File: src/bsm_pkg.sv
// ----------------------------------------------------------------------------
// bsm_pkg
// Types, constants and reciprocal factors shared by the 3x3 box smoothing
// block: item structs, line-buffer entry layout and divisor codes.
// ----------------------------------------------------------------------------
package bsm_pkg;

    localparam int MAX_DIM  = 512;
    localparam int MIN_DIM  = 2;
    localparam int CH_W     = 16;
    localparam int CFG_W    = 10;
    localparam logic [CFG_W-1:0] DIM_RESET = 10'd512;

    // A column of up to three rows, and a window of up to nine pixels.
    localparam int COL_W    = 18;
    localparam int SUM_W    = 20;

    // floor(s / n) = (s * RECIP_n) >> RECIP_SHIFT for every sum of up to
    // nine 16-bit channels.
    localparam int RECIP_SHIFT = 24;
    localparam int RECIP_W     = 23;
    localparam logic [RECIP_W-1:0] RECIP_4 = 23'd4194304;
    localparam logic [RECIP_W-1:0] RECIP_6 = 23'd2796203;
    localparam logic [RECIP_W-1:0] RECIP_9 = 23'd1864136;

    localparam logic OP_PIXEL = 1'b0;
    localparam logic OP_DRAIN = 1'b1;

    typedef enum logic [1:0] {
        DIV_4 = 2'd0,
        DIV_6 = 2'd1,
        DIV_9 = 2'd2
    } t_div;

    typedef struct packed {
        logic            opcode;
        logic [CH_W-1:0] pix_red;
        logic [CH_W-1:0] pix_green;
        logic [CH_W-1:0] pix_blue;
    } t_in_item;

    typedef struct packed {
        logic [CH_W-1:0] avg_red;
        logic [CH_W-1:0] avg_green;
        logic [CH_W-1:0] avg_blue;
        logic            frame_last;
    } t_out_item;

    typedef struct packed {
        logic [CH_W-1:0] red;
        logic [CH_W-1:0] green;
        logic [CH_W-1:0] blue;
    } t_rgb;

    // One line-buffer entry: the pixel two rows up and the pixel one row up.
    typedef struct packed {
        t_rgb older;
        t_rgb newer;
    } t_line;

    typedef struct packed {
        logic [COL_W-1:0] red;
        logic [COL_W-1:0] green;
        logic [COL_W-1:0] blue;
    } t_colsum;

    typedef struct packed {
        logic [SUM_W-1:0] red;
        logic [SUM_W-1:0] green;
        logic [SUM_W-1:0] blue;
        t_div             div;
        logic             last;
    } t_sum;

    typedef struct packed {
        logic draining;
        logic priming;
    } t_status;

endpackage

File: src/bsm_divide.sv
// ----------------------------------------------------------------------------
// bsm_divide
// Turns window sums into truncated means by reciprocal multiplication and
// holds the finished item in the output register.
// ----------------------------------------------------------------------------
module bsm_divide (
    input  logic               i_clk,
    input  logic               i_rst_n,
    input  logic               i_sum_valid,
    output logic               o_sum_ready,
    input  bsm_pkg::t_sum      i_sum,
    output logic               o_out_valid,
    input  logic               i_out_ready,
    output bsm_pkg::t_out_item o_out_item
);

    function automatic logic [bsm_pkg::CH_W-1:0] scale(
        logic [bsm_pkg::SUM_W-1:0]   s,
        logic [bsm_pkg::RECIP_W-1:0] m
    );
        logic [bsm_pkg::SUM_W+bsm_pkg::RECIP_W-1:0] p;
        p = s * m;
        return p[bsm_pkg::RECIP_SHIFT +: bsm_pkg::CH_W];
    endfunction

    logic                        r_out_vld;
    bsm_pkg::t_out_item          r_out_item, n_out_item;
    logic [bsm_pkg::RECIP_W-1:0] recip;
    logic                        take;

    always_comb begin
        unique case (i_sum.div)
            bsm_pkg::DIV_4: recip = bsm_pkg::RECIP_4;
            bsm_pkg::DIV_6: recip = bsm_pkg::RECIP_6;
            bsm_pkg::DIV_9: recip = bsm_pkg::RECIP_9;
            default:        recip = bsm_pkg::RECIP_4;
        endcase
    end

    always_comb begin
        n_out_item.avg_red    = scale(i_sum.red, recip);
        n_out_item.avg_green  = scale(i_sum.green, recip);
        n_out_item.avg_blue   = scale(i_sum.blue, recip);
        n_out_item.frame_last = i_sum.last;
    end

    assign o_sum_ready = !r_out_vld || i_out_ready;
    assign take        = i_sum_valid && o_sum_ready;

    always_ff @(posedge i_clk) begin
        if (!i_rst_n) begin
            r_out_vld <= 1'b0;
        end else if (o_sum_ready) begin
            r_out_vld <= i_sum_valid;
        end
    end

    always_ff @(posedge i_clk) begin
        if (take) begin
            r_out_item <= n_out_item;
        end
    end

    assign o_out_valid = r_out_vld;
    assign o_out_item  = r_out_item;

endmodule
File: config.mk
export PLATFORM = sky130hd
export DESIGN_NAME = bsm_divide
export DESIGN_NICKNAME = d
export VERILOG_FILES = /design/src/bsm_pkg.sv /design/src/bsm_divide.sv
export SDC_FILE = /design/constraint.sdc
export NUM_CORES = 1
export LEC_CHECK = 0
export BUFFER_PORTS_ARGS = -buffer_cell sky130_fd_sc_hd__buf_2
export CORE_MARGIN = 1.5
export CORE_UTILIZATION = 30
export CTS_BUF_LIST = sky130_fd_sc_hd__clkbuf_4 sky130_fd_sc_hd__clkbuf_8
export CTS_CLUSTER_SIZE = 28
export DETAILED_ROUTE_END_ITERATION = 8
export SYNTH_ARGS = -nofsm -noshare
export SYNTH_HDL_FRONTEND = slang
export SYNTH_SLANG_ARGS = --single-unit
File: constraint.sdc
create_clock -name i_clk -period 9.67 [get_ports i_clk]
set_input_delay 1.4505 -clock i_clk [delete_from_list [all_inputs] [get_ports i_clk]]
set_output_delay 1.4505 -clock i_clk [all_outputs]
set_load 0.05 [all_outputs]
==> results summary <==
The run finished with clean final reports. The setup clock skew after layout is 24.68 ps. Net switching is 53.94% of the power. The number of instances in the synthesized netlist came out at 3,021.

The peak ir drop on the vdd network is 0.0004438 V. The most used flip-flop cell after synthesis is sky130_fd_sc_hd__edfxtp_1. The simple-gate area share of the yosys netlist is 6.725%. The count of routing violations after the opening detailed-route iteration is 884.

The sum of negative setup slack came out at 0 ps. The worst hold path belongs to the class reg2reg. The average wire per cell in the routed design is 16.49 microns. In this run, the clock network consumes 1.7% of the power. The mux contribution to synthesized area is 0.03379%.

The cell area that synthesis handed to floorplanning was 29,620 sq um. The clock edge transition at the registers on the reported setup and hold paths came out at 150 ps. The final-report max-slew violation count is 0. The TritonCTS clock tree is built. The pin count of the biggest net entering global routing is 50. In the routed layout, each cell is associated on average with a via count of 4.324. The width of the die came out at 317.2 microns.

The via count is 19,120. The minimum clock period came out at 8926 ps. The post-synthesis compound-gate area fraction is 4.233%. The detailed-routing iteration count for the pre-antenna-repair pass is 5. The detailed-route DRC error count is 0. The layout overhead on the synthesized area came out at 7.958%. The combined global-route utilization of all metal layers is 15.43%. The largest fanout on the critical path came out at 47.

Post-CTS repair changed the size of 0 cells. The row count came out at 115. The sequential-to-total area share from yosys stat is 5.035%. The number of nets at the end of the flow came out at 4,382. The filler-free cell count of the finished design is 4,422. The filler cells instantiated in the layout total 10,240. Summed over all nets, the half-perimeter wirelength after detailed placement is 67.71 mm. The design draws 9.916 mW. STA puts the critical path data required time at 9830 ps.

The clock sink total came out at 50. The logic gate share of total power came out at 91.2%. The cell-internal power came out at 4.568 mW. The worst setup path is launched from an input pin. Summing the areas of all fa, ha and maj instances in the mapped netlist gives 66.14% of the synthesized area. The portion of total power attributed to sequential cells is 7.2%. The number of cells after detailed placement is 4,412. The average instance area after synthesis came out at 9.805 sq um. The number of nets in the synthesized netlist is 4,271. Setup violations remaining at the end of the flow were counted as 0. In this run the vertical extent of the chip is 317.2 microns.

The via count of the first global-routing pass is 21,220. Across the run, the number of max-cap violations was 0. The routability-driven placement congestion ratio is 0.9298. The die area came out at 100,600 sq um. Port buffering added 117 buffers.

The first global-routing pass estimated 117.8 mm of wire. The final standard cell utilization of the core is 32.59%. The number of antenna violations at the first check in global routing came to 18.

In this run the remaining antenna-violating nets after routing total 0. The total power per unit cell area came out at 310.1 nW/um^2. The async set-reset flop share out of synthesis came out at 0%. The area of the core is 98,130 sq um. By area, the combinational part of the netlist is dominated by adder cells.

Once the clock tree was built, the setup fixing pass inserted 0 buffers. The maximum achievable frequency came out at 0.1120 GHz. STA classifies the critical path endpoint as a flip-flop. The initial utilization of the core area, before any placement, comes to 30.18%.

The critical path in this run is classified as in2reg. The finished layout cell area is 31,980 sq um. Setup repair after global routing left no endpoint under its margin. The share of cells above drive strength 1 is 5.681%. The count of synthesis-stage warnings from yosys came out at 0. The leakage power summed over all cells is 18.25 nW. The final wirelength is 72.90 mm. The insertion delay of the later-clocked pin in the worst-skew pair is 390 ps. The count of pins on the block boundary is 118. The cell area after placement is 31,880 sq um.

TritonCTS created 5 clock buffers. The parity-gate share of the synthesized area counting xor and xnor cells came out at 3.726%. The tree is rooted in a sky130_fd_sc_hd__clkbuf_8. The arrival time of data at the critical path endpoint is 9090 ps. The share of the clock period used by the worst path after layout is 92.31%. The global-route congestion overflow total is 0. The number of buffers on the longest clock path is 2.

The synthesis-stage register bit count came out at 50. The count of flip-flops with a built-in enable after synthesis came out at 49. The measured slew at the worst slew-check pin came out at 870.3 ps. Measured against its own limit, the worst slew margin works out to 41.98%. The net switching power came out at 5.348 mW. The hold buffer count at cts is 0. Yosys mapped the design onto 63 distinct sky130hd cell types. The count of final hold-check violations is 0. The maximum level of the CTS H-tree came out at 2.
[path summary, 6_finish.rpt]
path	start	end	slack [ps]	cells past startpoint
hold / removal	o_out_valid$_SDFFE_PN0N_	o_out_valid$_SDFFE_PN0N_	550	2
setup reg to reg	o_out_valid$_SDFFE_PN0N_	o_out_item[34]$_DFFE_PP_	8100	2
setup / recovery	i_sum[2]	o_out_item[30]$_DFFE_PP_	740	28
hold reg to reg	o_out_valid$_SDFFE_PN0N_	o_out_valid$_SDFFE_PN0N_	550	2
[per-layer routing]
| metal | up-vias | part of all wire, % | global-route usage [%] |
|---|---|---|---|
| met4 | 18 | 1.7 | 2.833 |
| li1 | 9132 | - | - |
| met2 | 344 | 48 | 25.87 |
| met1 | 9545 | 45 | 20.81 |
| met5 | - | 0.15 | 0 |
| met3 | 82 | 5.0 | 2.941 |
[logic make-up after synthesis]
| group | Yosys count |
|---|---|
| AND/OR/NAND/NOR | 369 |
| flip-flops | 50 |
| adder cells (fa/ha/maj) | 1183 |
| XOR/XNOR | 126 |
| buffers and inverters | 1111 |
| AO/OA/AOI/OAI | 181 |
| multiplexers | 1 |
[area by class of cell]
| type | count | area, sq um | share of cell area [%] |
|---|---|---|---|
| flip-flops and latches | 50 | 1491 | 4.664 |
| diodes | 2 | 5.005 | 0.01565 |
| clock inverters | 3 | 26.28 | 0.08217 |
| inverters | 1078 | 4046 | 12.65 |
| repair buffers | 137 | 760.7 | 2.379 |
| multi-input cells | 1860 | 23970 | 74.95 |
| well taps | 1287 | 1610 | 5.036 |
| clock buffers | 5 | 68.82 | 0.2152 |
[state kept, by name, summed over array words and instances, names as in the netlist]
register	count
o_out_item	49
o_out_valid	1
[stage by stage]
step	setup slack [ps]	hold WS, ps
2_1_floorplan	1051	1146
3_3_place_gp	332.2	523.1
3_5_place_dp	310.1	535.7
4_1_cts	737.1	554.1
5_1_grt	315.9	572.0
6_report	744.1	545.9
[power groups by stage]
| stage | Clock [mW] | Combinational, mW | Sequential (mW) |
|---|---|---|---|
| detailed placement | 0 | 9.07 | 0.722 |
| finish | 0.166 | 9.04 | 0.711 |
| global placement | 0 | 9.01 | 0.726 |
| floorplan | 0 | 6.52 | 1.09 |
| CTS | 0.180 | 9.18 | 0.719 |
| global route | 0.182 | 10.5 | 0.728 |
[critical path, stage by stage]
cell	delay (ps)
sky130_fd_sc_hd__buf_2	120
sky130_fd_sc_hd__inv_1	60
sky130_fd_sc_hd__ha_2	210
sky130_fd_sc_hd__buf_12	230
sky130_fd_sc_hd__and2_1	350
sky130_fd_sc_hd__inv_1	90
sky130_fd_sc_hd__fa_1	560
sky130_fd_sc_hd__inv_1	110
sky130_fd_sc_hd__fa_1	560
sky130_fd_sc_hd__inv_1	90
sky130_fd_sc_hd__fa_1	480
sky130_fd_sc_hd__inv_1	50
sky130_fd_sc_hd__fa_1	560
sky130_fd_sc_hd__fa_1	430
sky130_fd_sc_hd__fa_1	500
sky130_fd_sc_hd__inv_1	60
sky130_fd_sc_hd__fa_1	500
sky130_fd_sc_hd__inv_1	40
sky130_fd_sc_hd__ha_1	290
sky130_fd_sc_hd__and3_1	170
sky130_fd_sc_hd__nand3_1	170
sky130_fd_sc_hd__nor3_1	370
sky130_fd_sc_hd__nand4_1	220
sky130_fd_sc_hd__a211oi_1	590
sky130_fd_sc_hd__nor2_1	110
sky130_fd_sc_hd__a21oi_1	320
sky130_fd_sc_hd__mux2i_1	240
sky130_fd_sc_hd__nand3_1	90
[synth_stat cells, types with 3 or more instances]
cell,instances,share of area [%]
sky130_fd_sc_hd__o221ai_1,3,0.089
sky130_fd_sc_hd__nand2b_1,29,0.61
sky130_fd_sc_hd__o21ai_0,20,0.34
sky130_fd_sc_hd__nor3_1,7,0.12
sky130_fd_sc_hd__ha_1,545,23
sky130_fd_sc_hd__and4_1,5,0.15
sky130_fd_sc_hd__a31oi_1,3,0.063
sky130_fd_sc_hd__a21o_1,36,0.91
sky130_fd_sc_hd__o31ai_1,4,0.10
sky130_fd_sc_hd__inv_1,1078,14
sky130_fd_sc_hd__clkbuf_1,31,0.39
sky130_fd_sc_hd__nand2_1,100,1.3
sky130_fd_sc_hd__o211ai_1,6,0.15
sky130_fd_sc_hd__fa_1,638,43
sky130_fd_sc_hd__a21oi_1,55,0.93
sky130_fd_sc_hd__and2_1,117,2.5
sky130_fd_sc_hd__or2_2,4,0.084
sky130_fd_sc_hd__and3_1,4,0.084
sky130_fd_sc_hd__edfxtp_1,49,5.0
sky130_fd_sc_hd__xnor2_1,71,2.1
sky130_fd_sc_hd__nand4_1,8,0.17
sky130_fd_sc_hd__a211o_1,3,0.089
sky130_fd_sc_hd__nand3_1,10,0.17
sky130_fd_sc_hd__or3_1,4,0.084
sky130_fd_sc_hd__xor2_1,55,1.6
sky130_fd_sc_hd__or2b_2,4,0.12
sky130_fd_sc_hd__o21bai_1,9,0.23
sky130_fd_sc_hd__a211oi_1,6,0.15
sky130_fd_sc_hd__a31o_2,5,0.15
sky130_fd_sc_hd__o21a_1,7,0.18
sky130_fd_sc_hd__nor2_1,31,0.39
sky130_fd_sc_hd__nor2b_1,38,0.80
[cell usage in the layout (no fill, tap or decap), types with 9 or more instances in the layout]
master / n
sky130_fd_sc_hd__nor2b_1: 38
sky130_fd_sc_hd__o21ai_0: 20
sky130_fd_sc_hd__nand2_1: 100
sky130_fd_sc_hd__ha_1: 543
sky130_fd_sc_hd__o21bai_1: 9
sky130_fd_sc_hd__xor2_1: 55
sky130_fd_sc_hd__and2_1: 116
sky130_fd_sc_hd__buf_4: 18
sky130_fd_sc_hd__buf_2: 117
sky130_fd_sc_hd__nor2_1: 31
sky130_fd_sc_hd__inv_1: 1078
sky130_fd_sc_hd__a21o_1: 36
sky130_fd_sc_hd__edfxtp_1: 49
sky130_fd_sc_hd__fa_1: 638
sky130_fd_sc_hd__a21oi_1: 55
sky130_fd_sc_hd__xnor2_1: 71
sky130_fd_sc_hd__nand3_1: 10
sky130_fd_sc_hd__nand2b_1: 29
No activity file was read; power rests on OpenSTA's default activity.
